$ cat config.mk
export PLATFORM = sky130hd
export DESIGN_NAME = ssvf_merge
export DESIGN_NICKNAME = d
export VERILOG_FILES = /design/src/hw/rtl/stereo_state_variable_filter_defines.svh /design/src/hw/rtl/ssvf_pkg.sv /design/src/hw/rtl/ssvf_merge.sv
export SDC_FILE = /design/constraint.sdc
export NUM_CORES = 1
export LEC_CHECK = 0
export BUFFER_PORTS_ARGS = -buffer_cell sky130_fd_sc_hd__clkbuf_2
export CORE_ASPECT_RATIO = 1.4
export CORE_MARGIN = 5
export CORE_UTILIZATION = 43
export DETAILED_ROUTE_END_ITERATION = 6
export PLACE_DENSITY_LB_ADDON = 0.12
export SLEW_MARGIN = 20
export SYNTH_ARGS = -nofsm -noshare
export SYNTH_HDL_FRONTEND = slang
export SYNTH_SLANG_ARGS = --single-unit
export TNS_END_PERCENT = 5
$ cat constraint.sdc
create_clock -name clk_i -period 0.98 [get_ports clk_i]
set_clock_uncertainty 0.05 [all_clocks]
set_input_delay 0.245 -clock clk_i [delete_from_list [all_inputs] [get_ports clk_i]]
set_output_delay 0.245 -clock clk_i [all_outputs]
set_load 0.01 [all_outputs]
$ cat src/hw/rtl/stereo_state_variable_filter_defines.svh
// Assertion macros shared by the filter RTL.
// Each macro takes a label, the clock, the active-low reset and a property or condition.
`ifndef STEREO_STATE_VARIABLE_FILTER_DEFINES_SVH
`define STEREO_STATE_VARIABLE_FILTER_DEFINES_SVH

`ifndef SYNTH

// Property must hold at every clock edge outside reset.
`define SSVF_ASSERT(label, clk, rst_n, prop) \
  label: assert property (@(posedge clk) disable iff (!rst_n) prop) \
    else $error("%m: property violated");

// Condition must never be true at a clock edge outside reset.
`define SSVF_ASSERT_NEVER(label, clk, rst_n, cond) \
  label: assert property (@(posedge clk) disable iff (!rst_n) !(cond)) \
    else $error("%m: forbidden condition seen");

`else

`define SSVF_ASSERT(label, clk, rst_n, prop)
`define SSVF_ASSERT_NEVER(label, clk, rst_n, cond)

`endif

`endif

$ cat src/hw/rtl/ssvf_pkg.sv
package ssvf_pkg;

  // Default sizes.
  localparam int SAMPLE_BITS_DEF    = 24;
  localparam int COEF_FRAC_BITS_DEF = 16;

  // Stereo: left lane and right lane.
  localparam int CHANNELS   = 2;
  localparam int INTEG_BITS = 32;

  // Configuration register indexes.
  localparam int REG_IDX_BITS = 3;
  localparam logic [REG_IDX_BITS-1:0] REG_A1   = 3'd0;
  localparam logic [REG_IDX_BITS-1:0] REG_A2   = 3'd1;
  localparam logic [REG_IDX_BITS-1:0] REG_A3   = 3'd2;
  localparam logic [REG_IDX_BITS-1:0] REG_AK   = 3'd3;
  localparam logic [REG_IDX_BITS-1:0] REG_K    = 3'd4;
  localparam logic [REG_IDX_BITS-1:0] REG_MODE = 3'd5;

  // Output response select.
  localparam int MODE_BITS = 3;
  localparam logic [MODE_BITS-1:0] MODE_LOW     = 3'd0;
  localparam logic [MODE_BITS-1:0] MODE_BAND    = 3'd1;
  localparam logic [MODE_BITS-1:0] MODE_HIGH    = 3'd2;
  localparam logic [MODE_BITS-1:0] MODE_NOTCH   = 3'd3;
  localparam logic [MODE_BITS-1:0] MODE_PEAK    = 3'd4;
  localparam logic [MODE_BITS-1:0] MODE_ALLPASS = 3'd5;

  // Step strobes from the sequencer to every lane.
  typedef struct packed {
    logic load;
    logic mul0;
    logic mul1;
    logic mul2;
    logic mul3;
    logic kmul;
  } lane_ctrl_t;

endpackage

$ cat src/hw/rtl/ssvf_merge.sv
module ssvf_merge #(
  parameter int SAMPLE_BITS = ssvf_pkg::SAMPLE_BITS_DEF
) (
  input  logic                                          clk_i,
  input  logic                                          rst_ni,
  input  logic                                          load_i,
  input  logic [ssvf_pkg::CHANNELS-1:0][SAMPLE_BITS-1:0] result_i,
  input  logic                                          out_ready_i,
  output logic                                          free_o,
  output logic                                          out_valid_o,
  output logic [ssvf_pkg::CHANNELS-1:0][SAMPLE_BITS-1:0] data_o
);
  import ssvf_pkg::*;

  logic                                 valid_q, valid_d;
  logic [CHANNELS-1:0][SAMPLE_BITS-1:0] data_q;

  // Slot frees when empty or when the held result transfers this cycle.
  assign free_o  = !valid_q || out_ready_i;
  assign valid_d = load_i ? 1'b1 : (valid_q && !out_ready_i);

  always_ff @(posedge clk_i or negedge rst_ni) begin
    if (!rst_ni) begin
      valid_q <= 1'b0;
    end else begin
      valid_q <= valid_d;
    end
  end

  always_ff @(posedge clk_i) begin
    if (load_i) begin
      data_q <= result_i;
    end
  end

  assign out_valid_o = valid_q;
  assign data_o      = data_q;

endmodule

==> qor.csv, run 1 <==
metric;value;unit
hold_ws;74.2;ps
Static Leak;0.993;nW
clock tree from TritonCTS;built;
failing checks;negative setup slack;
Avg WL per Cell;13.8;microns
num rows;25;
via density per instance;4.35;
Clock Tree Buf Depth;2;
met2 wire len;1630;microns
final-report max-slew violation count;0;
synthesized area;1490;sq um
fmax;0.846;GHz
gr usage total;12.2;%
H-tree levels;2;
Hold WC Path Type;in -> reg;
GRT overflow;0;
fraction of layout cells with a size suffix above 1;69.7;%
Synth area leaders;edfxtp_1, dfrtp_1, nand2b_4, nand2b_2;
Fillers;270;
CTS sink cnt;49;
initial antenna violation count;0;
Mapped Nets;103;
Post-Layout Cell Count;205;
critical path data arrival time;890;ps
Iteration-0 DRC Markers;4;
Max-Cap Viols;0;
WP data required;680;ps
Rel. slew slack;90.7;%
met3 WL post-DR;385;microns
CP peak stage delay;410;ps
Reg clk slew, reported paths;80;ps
count of cell types in the netlist;4;
area leader, netlist;edfxtp_1;
Critical Path Fanout Max;2;
Die X;59.7;microns
final setup fails;50;
Tcrit/Tclk final;121;%
M1 wire length;827;microns
Clk Latency, worst-skew pair;290;ps
pwr dens;1820;nW/um^2
first-pass GRT wire length;4170;microns
die area;4760;sq um
post-place setup slack;32.9;ps
Syn-to-layout area delta;48.6;%
Max VDD drop;0.00135;V
slowest cell on the critical path;dfrtp_1;
area of the core;3350;sq um
via count;892;
DRT antenna net count;0;
port bufs;101;
r2r setup slk;80;ps
Synth Register Bits;49;
Root Buffer Master;clkbuf_8;
RSZ-0062 raised after global routing;yes;
Post-Syn Instances;51;
Starting Density;44.5;%
Worst-Margin Slew;139;ps
post-synth top area share;96.8;%
Ports;102;
CP endpoint kind;output pin;
Placed Cells incl. Taps;194;
DRC;0;
final WL;2840;microns
final worst slack;-202;ps
synthesis warning total;0;
Syn Area/Cell;29.2;sq um
die span in y;79.6;microns
sequential share of the synthesized area;98.5;%
Pre-antenna DRT Iters;4;
Tmin final;1180;ps
Final nets;216;
TritonCTS Buffers;5;
Antenna Cells;0;
status;complete, but fails checks;
crit start category;register;
kind of critical path;reg -> out;
vias in the first global route;940;
top sig layer;met3;
CP Cell Sequence;nand2b_4 > buf_8;
largest net degree at the start of global routing;28;
GP Congestion;0.652;
Fin. Hold Viols;0;
-- synth_stat cells, drive strengths merged --
library cell and number:
dfrtp 1, nand2b 2, edfxtp 48
-- layout by cell type, fill, tap and decap left out, drive strengths merged --
master,count
buf,7
clkbuf,103
clkinv,2
clkinvlp,1
dfrtp,1
dlygate4sd3,1
edfxtp,48
nand2b,2
-- where the power goes --
group | internal (W) | switching (W)
registers | 0.00248 | 0.0000408
clock network | 0.000492 | 0.000588
logic | 0.000213 | 0.000215
-- metal layers --
metal	global-route usage [%]	vias up
li1	-	428
met1	11.0	403
met2	22.3	61
met3	5.83	0
met4	4.66	0
met5	0	-
-- sequential cells by signal, indices dropped and copies added, names as in the netlist --
name,count
data_o,48
out_valid_o,1
-- metrics by stage --
stage | util, % | power (W) | setup TNS (ps) | instance area (sq um)
6_report | 66.1 | 0.00403 | -5330 | 2210
5_1_grt | 66.1 | 0.00422 | -7650 | 2210
4_1_cts | 65.6 | 0.00408 | -6250 | 2200
3_5_place_dp | 62.3 | 0.00299 | 0 | 2080
3_3_place_gp | 62.3 | 0.00298 | 0 | 2080
2_1_floorplan | - | 0.00268 | 0 | 1490
-- final timing paths --
check	start	endpoint	depth (start not counted)
setup reg to reg	out_valid_o	out_valid_o	4
max in group asynchronous	rst_ni	out_valid_o	2
setup / recovery	out_valid_o	free_o	2
hold / removal	result_i[8]	data_o[8]	1
hold reg to reg	out_valid_o	out_valid_o	4
min in group asynchronous	rst_ni	out_valid_o	2
-- cell families (layout without fill, tap and decap cells) --
kind of cell / after synthesis / in the layout / synth area share [%]
DFF: 49 / 49 / 98.5
and+or+nand+nor: 2 / 2 / 1.51
buffers and inverters: 0 / 114 / 0
-- cell type report --
class / instances / area, sq um / area share, %
clock buffers: 5 / 68.8 / 3.11
well taps: 40 / 50.0 / 2.26
multi-input cells: 2 / 22.5 / 1.02
flip-flops and latches: 49 / 1470 / 66.3
repair buffers: 106 / 587 / 26.5
clock inverters: 3 / 17.5 / 0.792
-- critical path, delay by kind of cell (launching register included) --
family	cells	cell delay, ps
buffers and inverters	1	100
DFF	1	410
and+or+nand+nor	1	90
-- timing repair --
action / 4_1_cts / 5_1_grt
endpoints found under the hold margin: 1 / 0
resized for setup: 1 / 4
gates cloned: 0 / 0
setup endpoints to repair: 50 / 50
setup buffers: 1 / 1
hold buffers: 1 / 0
Note: power is estimated with default switching activity, not from simulation.
==> inputs of run 2 (changes only) <==
--- a/config.mk
+++ b/config.mk
@@ -8,7 +8,7 @@
 export BUFFER_PORTS_ARGS = -buffer_cell sky130_fd_sc_hd__clkbuf_2
 export CORE_ASPECT_RATIO = 1.4
 export CORE_MARGIN = 5
-export CORE_UTILIZATION = 43
+export CORE_UTILIZATION = 40
 export DETAILED_ROUTE_END_ITERATION = 6
 export PLACE_DENSITY_LB_ADDON = 0.12
 export SLEW_MARGIN = 20
==> constraint.sdc (replaced) <==
create_clock -name clk_i -period 1.35 [get_ports clk_i]
set_clock_uncertainty 0.05 [all_clocks]
set_input_delay 0.3375 -clock clk_i [delete_from_list [all_inputs] [get_ports clk_i]]
set_output_delay 0.3375 -clock clk_i [all_outputs]
set_load 0.01 [all_outputs]
==> qor.csv, run 2 (synthesized netlist as in run 1, its figures left out) <==
metric;value;unit;change
Tmin final;1290;ps;
vias in the first global route;882;;was 940
r2r startpoint;out_valid_o;;unchanged
Clock Power Share;27.0;%;was 26.8%
design internal power;0.00231;W;was 0.00318 W
critical path data arrival time;910;ps;was 890 ps
Clock Tree Buf Depth;2;;unchanged
Hold Crit Start;result_i[15];;was result_i[8]
DRT antenna net count;0;;unchanged
H-tree levels;2;;unchanged
DRC;0;;unchanged
R2R depth;2;;was 4
Worst-Margin Slew;250;ps;was 139 ps
Design Area, Final;2160;sq um;was 2210 sq um
initial antenna violation count;0;;unchanged
commonest non-fill, non-tap cell in the layout;clkbuf_2;;unchanged
Fin. Hold Viols;0;;unchanged
GP Congestion;0.713;;was 0.652
r2r setup slk;650;ps;was 80 ps
CP peak stage delay;410;ps;about the same
Ports;102;;unchanged
CP Cell Sequence;nand2b_4 > buf_2;;was nand2b_4 > buf_8
Sequential Power Share;63.1;%;was 62.6%
Antenna Cells;0;;unchanged
Hold WC Path Type;in -> reg;;unchanged
Multi-input gate area;22.5;sq um;unchanged
final WL;2990;microns;was 2840 microns
most frequent cells in the layout;clkbuf_2, edfxtp_1, clkbuf_8;;unchanged
Iteration-0 DRC Markers;15;;was 4
Max VDD drop;0.000883;V;was 0.00135 V
Fillers;280;;was 270
gr usage total;11.4;%;was 12.2%
crit start category;register;;unchanged
Max-Cap Viols;0;;unchanged
first-pass GRT wire length;4000;microns;was 4170 microns
die area;5060;sq um;was 4760 sq um
Reg clk slew, reported paths;80;ps;about the same
Bufs and invs on worst path;1;;unchanged
Root Buffer Master;clkbuf_8;;unchanged
fmax;0.773;GHz;
final setup fails;0;;was 50
final-report max-slew violation count;0;;unchanged
via density per instance;4.35;;about the same
TritonCTS Buffers;5;;unchanged
Pre-antenna DRT Iters;2;;was 4
fraction of layout cells with a size suffix above 1;67.3;%;was 69.7%
Rel. slew slack;83.3;%;was 90.7%
Tcrit/Tclk final;95.8;%;
WP data required;960;ps;was 680 ps
pwr dens;1350;nW/um^2;was 1820 nW/um^2
sequential cell area;1470;sq um;unchanged
RSZ-0062 raised after global routing;no;;was yes
largest net degree at the start of global routing;50;;was 28
max reg flops;48;;unchanged
placed instance area;2070;sq um;was 2080 sq um
CP top delay family;flip-flops;;unchanged
kind of critical path;reg -> out;;unchanged
CTS sink cnt;49;;unchanged
Static Leak;0.964;nW;was 0.993 nW
hold depth;1;;unchanged
reg-to-reg critical path endpoint;out_valid_o;;unchanged
Die X;61.6;microns;was 59.7 microns
via count;888;;was 892
status;finished clean;;was complete, but fails checks
GRT overflow;0;;unchanged
num rows;26;;was 25
switching pwr;0.000601;W;was 0.000844 W
clock tree from TritonCTS;built;;unchanged
Avg WL per Cell;14.7;microns;was 13.8 microns
port bufs;101;;unchanged
Starting Density;41.2;%;was 44.5%
area of the core;3610;sq um;was 3350 sq um
Critical Path Fanout Max;2;;unchanged
Comb power frac;10.0;%;was 10.6%
setup TNS;0;ps;was -5330 ps
die span in y;82.2;microns;was 79.6 microns
Syn-to-layout area delta;44.9;%;was 48.6%
Sw Ratio;20.7;%;was 21.0%
slowest cell on the critical path;dfrtp_1;;unchanged
CP endpoint kind;output pin;;unchanged
Worst Hold End;data_o[15];;was data_o[8]
Final nets;213;;was 216
Clk Latency, worst-skew pair;290;ps;about the same
## run 2: changes by cell type in the layout (fill, tap and decap cells not counted), sizes merged
cell      previous run  this run
buf                  7         2
clkbuf             103       108
clkinv               2         0
clkinvlp             1         0
## run 2: layout make-up
type,count,area share [%]
sequential,49,68.0
clock buffer,8,3.71
multi-input combinational,2,1.04
timing repair buffer,103,24.8
tap,42,2.44
## run 2: how the worst max path moves through the flow
| stage | from | to | slack, ps | depth (start not counted) |
|---|---|---|---|---|
| after detailed placement | load_i | data_o[17] | 260 | 2 |
| final | out_valid_o | free_o | 60 | 2 |
| after global routing | out_valid_o | free_o | 0.5 | 2 |
| after CTS | out_valid_o | free_o | 30 | 2 |
| after floorplan | out_valid_o | free_o | 440 | 1 |
| after global placement | load_i | data_o[21] | 280 | 2 |
## run 2: routing by layer
layer | track usage (%) | vias to the layer above | wire [microns]
met4 | 4.46 | 0 | 28
met1 | 11.3 | 398 | 954
li1 | - | 422 | -
met5 | 0 | - | 0
met3 | 6.38 | 5 | 464
met2 | 19.3 | 63 | 1550
## run 2: worst register-to-register path: cells and delay by family, from the launching register on
| family | cells | cell delay (ps) |
|---|---|---|
| and+or+nand+nor | 2 | 130 |
| DFF | 1 | 410 |
## run 2: repair_timing
action,4_1_cts,5_1_grt
resized for setup,0,1
hold buffers,1,0
hold endpoints to repair,1,0
buffers inserted,0,0
endpoints found under the setup margin,0,1
## run 2: power by group through the flow
| stage | logic, W | registers [W] | clock network [W] |
|---|---|---|---|
| after floorplan | 0.00000694 | 0.00194 | 0 |
| after global placement | 0.000292 | 0.00187 | 0 |
| after detailed placement | 0.000296 | 0.00187 | 0 |
| after CTS | 0.000299 | 0.00184 | 0.000819 |
| after global routing | 0.000316 | 0.00184 | 0.000873 |
| final | 0.000290 | 0.00183 | 0.000784 |
## run 2: metrics by stage
step	power (W)	hold slack (ps)	std cells	setup WS (ps)	utilization (%)
6_report	0.00291	165	204	57.0	59.7
5_1_grt	0.00303	143	204	0.546	59.7
4_1_cts	0.00295	151	204	31.4	59.7
3_5_place_dp	0.00217	63.6	195	264	57.2
3_3_place_gp	0.00216	64.7	195	278	57.2
2_1_floorplan	0.00194	-8.09	51	444	-
