<file path="src/hw/rtl/stereo_state_variable_filter_defines.svh">
// Assertion macros shared by the filter RTL.
// Each macro takes a label, the clock, the active-low reset and a property or condition.
`ifndef STEREO_STATE_VARIABLE_FILTER_DEFINES_SVH
`define STEREO_STATE_VARIABLE_FILTER_DEFINES_SVH

`ifndef SYNTH

// Property must hold at every clock edge outside reset.
`define SSVF_ASSERT(label, clk, rst_n, prop) \
  label: assert property (@(posedge clk) disable iff (!rst_n) prop) \
    else $error("%m: property violated");

// Condition must never be true at a clock edge outside reset.
`define SSVF_ASSERT_NEVER(label, clk, rst_n, cond) \
  label: assert property (@(posedge clk) disable iff (!rst_n) !(cond)) \
    else $error("%m: forbidden condition seen");

`else

`define SSVF_ASSERT(label, clk, rst_n, prop)
`define SSVF_ASSERT_NEVER(label, clk, rst_n, cond)

`endif

`endif

</file>
<file path="src/hw/rtl/ssvf_pkg.sv">
package ssvf_pkg;

  // Default sizes.
  localparam int SAMPLE_BITS_DEF    = 24;
  localparam int COEF_FRAC_BITS_DEF = 16;

  // Stereo: left lane and right lane.
  localparam int CHANNELS   = 2;
  localparam int INTEG_BITS = 32;

  // Configuration register indexes.
  localparam int REG_IDX_BITS = 3;
  localparam logic [REG_IDX_BITS-1:0] REG_A1   = 3'd0;
  localparam logic [REG_IDX_BITS-1:0] REG_A2   = 3'd1;
  localparam logic [REG_IDX_BITS-1:0] REG_A3   = 3'd2;
  localparam logic [REG_IDX_BITS-1:0] REG_AK   = 3'd3;
  localparam logic [REG_IDX_BITS-1:0] REG_K    = 3'd4;
  localparam logic [REG_IDX_BITS-1:0] REG_MODE = 3'd5;

  // Output response select.
  localparam int MODE_BITS = 3;
  localparam logic [MODE_BITS-1:0] MODE_LOW     = 3'd0;
  localparam logic [MODE_BITS-1:0] MODE_BAND    = 3'd1;
  localparam logic [MODE_BITS-1:0] MODE_HIGH    = 3'd2;
  localparam logic [MODE_BITS-1:0] MODE_NOTCH   = 3'd3;
  localparam logic [MODE_BITS-1:0] MODE_PEAK    = 3'd4;
  localparam logic [MODE_BITS-1:0] MODE_ALLPASS = 3'd5;

  // Step strobes from the sequencer to every lane.
  typedef struct packed {
    logic load;
    logic mul0;
    logic mul1;
    logic mul2;
    logic mul3;
    logic kmul;
  } lane_ctrl_t;

endpackage

</file>
<file path="src/hw/rtl/ssvf_lane.sv">
module ssvf_lane #(
  parameter int SAMPLE_BITS    = ssvf_pkg::SAMPLE_BITS_DEF,
  parameter int COEF_FRAC_BITS = ssvf_pkg::COEF_FRAC_BITS_DEF
) (
  input  logic                              clk_i,
  input  logic                              rst_ni,
  input  ssvf_pkg::lane_ctrl_t              ctrl_i,
  input  logic signed [SAMPLE_BITS-1:0]     sample_i,
  input  logic                              clear_i,
  input  logic [COEF_FRAC_BITS+1:0]         a1_i,
  input  logic [COEF_FRAC_BITS+1:0]         a2_i,
  input  logic [COEF_FRAC_BITS+1:0]         a3_i,
  input  logic [COEF_FRAC_BITS+1:0]         ak_i,
  input  logic [COEF_FRAC_BITS+1:0]         k_i,
  input  logic [ssvf_pkg::MODE_BITS-1:0]    mode_i,
  output logic signed [SAMPLE_BITS-1:0]     result_o
);
  import ssvf_pkg::*;

  localparam int COEF_BITS = COEF_FRAC_BITS + 2;
  localparam int OP_BITS   = ((SAMPLE_BITS > INTEG_BITS) ? SAMPLE_BITS : INTEG_BITS) + 1;
  localparam int PROD_BITS = COEF_BITS + 1 + OP_BITS;
  localparam int SUM_BITS  = PROD_BITS + 2;
  localparam int R_BITS    = SUM_BITS - COEF_FRAC_BITS;
  localparam int V_BITS    = R_BITS + 1;
  localparam int LO_BITS   = V_BITS - OP_BITS;
  localparam int KSUM_BITS = PROD_BITS + LO_BITS + 2;
  localparam int KV_BITS   = KSUM_BITS - COEF_FRAC_BITS;
  localparam int Y_BITS    = KV_BITS + 2;
  localparam int T_BITS    = V_BITS + 2;

  localparam logic signed [SUM_BITS-1:0] HALF_S =
    {{(SUM_BITS-COEF_FRAC_BITS){1'b0}}, 1'b1, {(COEF_FRAC_BITS-1){1'b0}}};
  localparam logic signed [KSUM_BITS-1:0] HALF_K =
    {{(KSUM_BITS-COEF_FRAC_BITS){1'b0}}, 1'b1, {(COEF_FRAC_BITS-1){1'b0}}};

  logic signed [INTEG_BITS-1:0] band_q, band_d, low_q, low_d;
  logic signed [OP_BITS-1:0]    v3_q;
  logic signed [PROD_BITS-1:0]  pa_q, pb_q, prod_a, prod_b;
  logic signed [V_BITS-1:0]     v0_q, v1_q, v2_q;

  logic [COEF_BITS-1:0]         coef_a, coef_b;
  logic signed [OP_BITS-1:0]    opnd_a, opnd_b;
  logic signed [SUM_BITS-1:0]   sum_sub, sum_add;
  logic signed [R_BITS-1:0]     rnd_sub, rnd_add;
  logic signed [KSUM_BITS-1:0]  ksum;
  logic signed [KV_BITS-1:0]    kv;
  logic signed [Y_BITS-1:0]     y;
  logic signed [T_BITS-1:0]     t_band, t_low;
  logic [Y_BITS-SAMPLE_BITS:0]  y_top;
  logic [T_BITS-INTEG_BITS:0]   band_top, low_top;
  logic signed [OP_BITS-1:0]    x_ext, ic2_ext;

  // Operand select: the two multipliers are reused over the steps.
  always_comb begin
    coef_a = a1_i;
    opnd_a = v3_q;
    coef_b = ak_i;
    opnd_b = OP_BITS'(band_q);
    if (ctrl_i.mul1) begin
      coef_a = a2_i;
      coef_b = a1_i;
    end else if (ctrl_i.mul2) begin
      coef_a = a3_i;
      coef_b = a2_i;
    end else if (ctrl_i.kmul) begin
      coef_a = k_i;
      opnd_a = v1_q[V_BITS-1:LO_BITS];
      coef_b = k_i;
      opnd_b = {{(OP_BITS-LO_BITS){1'b0}}, v1_q[LO_BITS-1:0]};
    end
  end

  assign prod_a = $signed({1'b0, coef_a}) * opnd_a;
  assign prod_b = $signed({1'b0, coef_b}) * opnd_b;

  // Round half up, then floor by the coefficient fraction.
  assign sum_sub = SUM_BITS'(pa_q) - SUM_BITS'(pb_q) + HALF_S;
  assign sum_add = SUM_BITS'(pa_q) + SUM_BITS'(pb_q) + HALF_S;
  assign rnd_sub = sum_sub[SUM_BITS-1:COEF_FRAC_BITS];
  assign rnd_add = sum_add[SUM_BITS-1:COEF_FRAC_BITS];

  // Damping product rebuilt from its high and low partial products.
  assign ksum = (KSUM_BITS'(pa_q) <<< LO_BITS) + KSUM_BITS'(pb_q) + HALF_K;
  assign kv   = ksum[KSUM_BITS-1:COEF_FRAC_BITS];

  assign x_ext   = OP_BITS'(sample_i);
  assign ic2_ext = clear_i ? '0 : OP_BITS'(low_q);

  // Integrator update, saturated to the state width.
  assign t_band   = (T_BITS'(v1_q) <<< 1) - T_BITS'(band_q);
  assign t_low    = (T_BITS'(v2_q) <<< 1) - T_BITS'(low_q);
  assign band_top = t_band[T_BITS-1:INTEG_BITS-1];
  assign low_top  = t_low[T_BITS-1:INTEG_BITS-1];

  always_comb begin
    band_d = band_q;
    low_d  = low_q;
    if (ctrl_i.load && clear_i) begin
      band_d = '0;
      low_d  = '0;
    end else if (ctrl_i.kmul) begin
      band_d = (&band_top || ~|band_top) ? t_band[INTEG_BITS-1:0]
             : {t_band[T_BITS-1], {(INTEG_BITS-1){~t_band[T_BITS-1]}}};
      low_d  = (&low_top || ~|low_top) ? t_low[INTEG_BITS-1:0]
             : {t_low[T_BITS-1], {(INTEG_BITS-1){~t_low[T_BITS-1]}}};
    end
  end

  always_ff @(posedge clk_i or negedge rst_ni) begin
    if (!rst_ni) begin
      band_q <= '0;
      low_q  <= '0;
    end else begin
      band_q <= band_d;
      low_q  <= low_d;
    end
  end

  always_ff @(posedge clk_i) begin
    if (ctrl_i.load) begin
      v3_q <= x_ext - ic2_ext;
    end
    if (ctrl_i.mul0 || ctrl_i.mul1 || ctrl_i.mul2 || ctrl_i.kmul) begin
      pa_q <= prod_a;
      pb_q <= prod_b;
    end
    if (ctrl_i.mul1) begin
      v0_q <= V_BITS'(rnd_sub);
    end
    if (ctrl_i.mul2) begin
      v1_q <= V_BITS'(rnd_add);
    end
    if (ctrl_i.mul3) begin
      v2_q <= V_BITS'(rnd_add) + V_BITS'(low_q);
    end
  end

  // Response select and output saturation.
  always_comb begin
    unique case (mode_i)
      MODE_LOW:     y = Y_BITS'(v2_q);
      MODE_BAND:    y = Y_BITS'(v1_q);
      MODE_HIGH:    y = Y_BITS'(v0_q);
      MODE_NOTCH:   y = Y_BITS'(v2_q) + Y_BITS'(v0_q);
      MODE_PEAK:    y = Y_BITS'(v2_q) - Y_BITS'(v0_q);
      MODE_ALLPASS: y = Y_BITS'(v2_q) + Y_BITS'(v0_q) - Y_BITS'(kv);
      default:      y = '0;
    endcase
  end

  assign y_top    = y[Y_BITS-1:SAMPLE_BITS-1];
  assign result_o = (&y_top || ~|y_top) ? y[SAMPLE_BITS-1:0]
                  : {y[Y_BITS-1], {(SAMPLE_BITS-1){~y[Y_BITS-1]}}};

endmodule

</file>
<file path="config.mk">
export PLATFORM = sky130hd
export DESIGN_NAME = ssvf_lane
export DESIGN_NICKNAME = d
export VERILOG_FILES = /design/src/hw/rtl/stereo_state_variable_filter_defines.svh /design/src/hw/rtl/ssvf_pkg.sv /design/src/hw/rtl/ssvf_lane.sv
export SDC_FILE = /design/constraint.sdc
export NUM_CORES = 2
export LEC_CHECK = 0
export ABC_AREA = 0
export BUFFER_PORTS_ARGS = -buffer_cell sky130_fd_sc_hd__buf_2
export CORE_UTILIZATION = 30
export CTS_CLUSTER_DIAMETER = 40
export DETAILED_ROUTE_END_ITERATION = 7
export MAX_ROUTING_LAYER = met4
export PLACE_DENSITY_LB_ADDON = 0.05
export SYNTH_ARGS = -nofsm -noshare
export SYNTH_HDL_FRONTEND = slang
export SYNTH_SLANG_ARGS = --single-unit
</file>
<file path="constraint.sdc">
create_clock -name clk_i -period 8.1 [get_ports clk_i]
set_clock_uncertainty 0.05 [all_clocks]
set_input_delay 0.405 -clock clk_i [delete_from_list [all_inputs] [get_ports clk_i]]
set_output_delay 0.405 -clock clk_i [all_outputs]
set_load 0.1 [all_outputs]
</file>
==> flow_summary_export.csv <==
group,metric,value,unit
critical_path,r2r_cells,26,
synth,synth_area,0.0768,mm2
grt,grt_pass1_vias,69200,
sta,tightestPinTransition,1200,ps
critical_path,cp_num_cells,33,
sta,setup_viol,0,
sta,slew_headroom,0.200,
final_layout,drive_gt1_frac,0.169,
clock_network,cts_buffers,78,
route,routed_wirelength,319000,um
clock_network,cts_tree,"built",
grt,grt_use_met1,0.368,
grt,grt_pass1_wl,467000,um
clock_network,cts.sinks,316,
route,wl_per_cell,23.9,um
critical_path,crit_path_max_fanout,6,
critical_path,worst_path_max_delay_cell,"edfxtp_1",
route,drc,0,
die,die_w,508,um
synth,avgSynthCellArea,8.60,um2
sta,grt_setup_unrepaired,"yes",
synth,yosysWarnings,0,
die,die_area,0.258,mm2
synth,synthCells,8924,
synth,yosysSeqAreaShare,0.119,
synth,ys_async_sr_fraction,0.203,
clock_network,clk_path_buf_depth,3,
die,die_y,508,um
placed_design,port_buffers,149,
placed_design,hpwl,278000,um
grt,use_met3,0.0187,
grt,grt_max_degree,63,
die,start_util,0.302,
critical_path,critPathArrivalTime,7630,ps
final_layout,finish.net_count,12000,
run_status,status,"finished clean",
placed_design,gp_congestion,0.901,
sta,timing.hold.ws,87.8,ps
sta,min_period,8090,ps
grt,grt-busiest-layer,"met2",
grt,track_usage,0.253,
die,core-area,0.254,mm2
clock_network,clk_pin_slew,50,ps
sta,fmax,124,MHz
final_layout,post-route-util,0.372,
route,drt-initial-drc-count,4521,
synth,syn_nets,11000,
final_layout,fin_area,0.0947,mm2
synth,synth-edff-count,252,
clock_network,h-tree-depth,3,
route,vias_per_cell,4.96,
job,drv_cap,0,
critical_path,slowest_delay,470,ps
grt,grt_util_met2,0.394,
synth,ys_types,114,
sta,fin_crit_sh,0.998,
hold_path,hp-class,"in -> async",
critical_path,start_kind,"flip-flop",
placed_design,placed_area,0.0898,mm2
synth,synth_seq_cells,316,
critical_path,end_kind,"output pin",
route,vias,66200,
critical_path,cp.required,7650,ps
die,row_count,185,
grt,antenna_found_initial,27,
route,dr.pass1.iters,8,
sta,setup_tns,0,ps
critical_path,path_delay_family,"compound AO/OA/AOI/OAI gates",
sta,drv_slew,0,
final_layout,syn_to_final_growth,23.3,%
route,postRouteAntennaNets,0,
clock_network,clock_latency,680,ps
clock_network,cts-root-buf,"clkbuf_16",
sta,hold_viol_final,0,
synth,synth_top_flop_cell,"edfxtp_1",
grt,grt.overflow.total,0,
die,ios,150,
critical_path,worstSetupPathType,"reg -> out",
critical_path,worst-path-buf-inv,5,
-- per-layer routing --
metal	routed length [um]	up-vias
met3	11900	164
met2	145000	1416
li1	-	31200
met4	3370	0
met5	0	-
met1	159000	33500
-- synthesized netlist by cell type (all sizes together), types with 27 or more instances --
cell | instances | area share
a211oi | 55 | 0.0058
a21o | 223 | 0.022
a21oi | 552 | 0.037
a221o | 43 | 0.0056
a22o | 29 | 0.0033
a31oi | 42 | 0.0038
and2 | 58 | 0.0047
and3 | 48 | 0.0040
buf | 46 | 0.0039
clkbuf | 293 | 0.014
dfrtp | 64 | 0.021
edfxtp | 252 | 0.099
fa | 1141 | 0.30
ha | 830 | 0.14
inv | 1476 | 0.072
mux2i | 88 | 0.011
nand2 | 1106 | 0.054
nand2b | 129 | 0.011
nand3 | 100 | 0.0066
nand4 | 52 | 0.0043
nor2 | 795 | 0.039
nor2b | 108 | 0.0088
nor3 | 96 | 0.0063
nor4 | 33 | 0.0031
o211ai | 32 | 0.0032
o21a | 77 | 0.0075
o21ai | 269 | 0.018
o21bai | 63 | 0.0062
o22ai | 27 | 0.0022
o31ai | 44 | 0.0049
or2 | 37 | 0.0030
or3 | 27 | 0.0022
xnor2 | 273 | 0.031
xor2 | 128 | 0.015
-- cells in the final DEF (no fill, tap or decap), drive strengths merged, types with 129 or more instances in the layout --
| master | instances |
|---|---|
| a21o | 223 |
| a21oi | 552 |
| buf | 1236 |
| edfxtp | 252 |
| fa | 1141 |
| ha | 830 |
| inv | 1489 |
| nand2 | 1106 |
| nand2b | 129 |
| nor2 | 795 |
| o21ai | 269 |
| xnor2 | 273 |
-- final timing paths --
path                        startpoint      endpoint  slack (ps)
max in group asynchronous       rst_ni     band_q[7]        6770
max reg2reg                    v1_q[9]      pa_q[50]         430
min reg2reg                  band_q[2]     band_q[2]         470
max                           pb_q[28]  result_o[19]          10
min                             rst_ni     low_q[31]          90
min in group clk_i         sample_i[2]       v3_q[2]         310
-- flip-flops by register name, summed over array words and instances (netlist names) --
| register | cells |
|---|---|
| pb_q | 52 |
| low_q | 32 |
| band_q | 32 |
| v2_q | 39 |
| v0_q | 38 |
| pa_q | 52 |
| v1_q | 38 |
| v3_q | 33 |
-- metrics by stage --
step                cells  setup slack, ps
floorplan            8924             10.4
global placement    13100             -431
detailed placement  13100             -499
CTS                 13300             1.35
global route        13300             -216
finish              13300             14.6
-- layout make-up --
cell class / instances / area [um2]
repair buffers: 1238 / 10700
diodes: 9 / 22.5
inverters: 1478 / 5550
well taps: 3366 / 4210
clock buffers: 83 / 2000
fillers: 26300 / 160000
flip-flops and latches: 316 / 9170
clock inverters: 61 / 751
multi-input cells: 6791 / 62300
-- repair_timing --
item                                    CTS  global route
hold endpoints to repair                  9             0
pin swaps                                76            50
setup buffers                            35            20
gates cloned                              5             1
endpoints found under the setup margin   24            32
hold buffers                              1             0
gates resized for setup                 200           110
-- cells by family after synthesis --
logic type / Yosys count / synth area share
and+or+nand+nor: 2644 / 0.153
muxes: 93 / 0.0124
adders and majority gates: 1971 / 0.433
AOI/OAI and AO/OA: 1682 / 0.147
xor gates and xnor gates: 401 / 0.0458
buffers and inverters: 1817 / 0.0905
DFF: 316 / 0.119
Power is left out: the tool's default activity adds up to more than one toggle a clock period on the data nets, which glitch-free logic cannot reach.
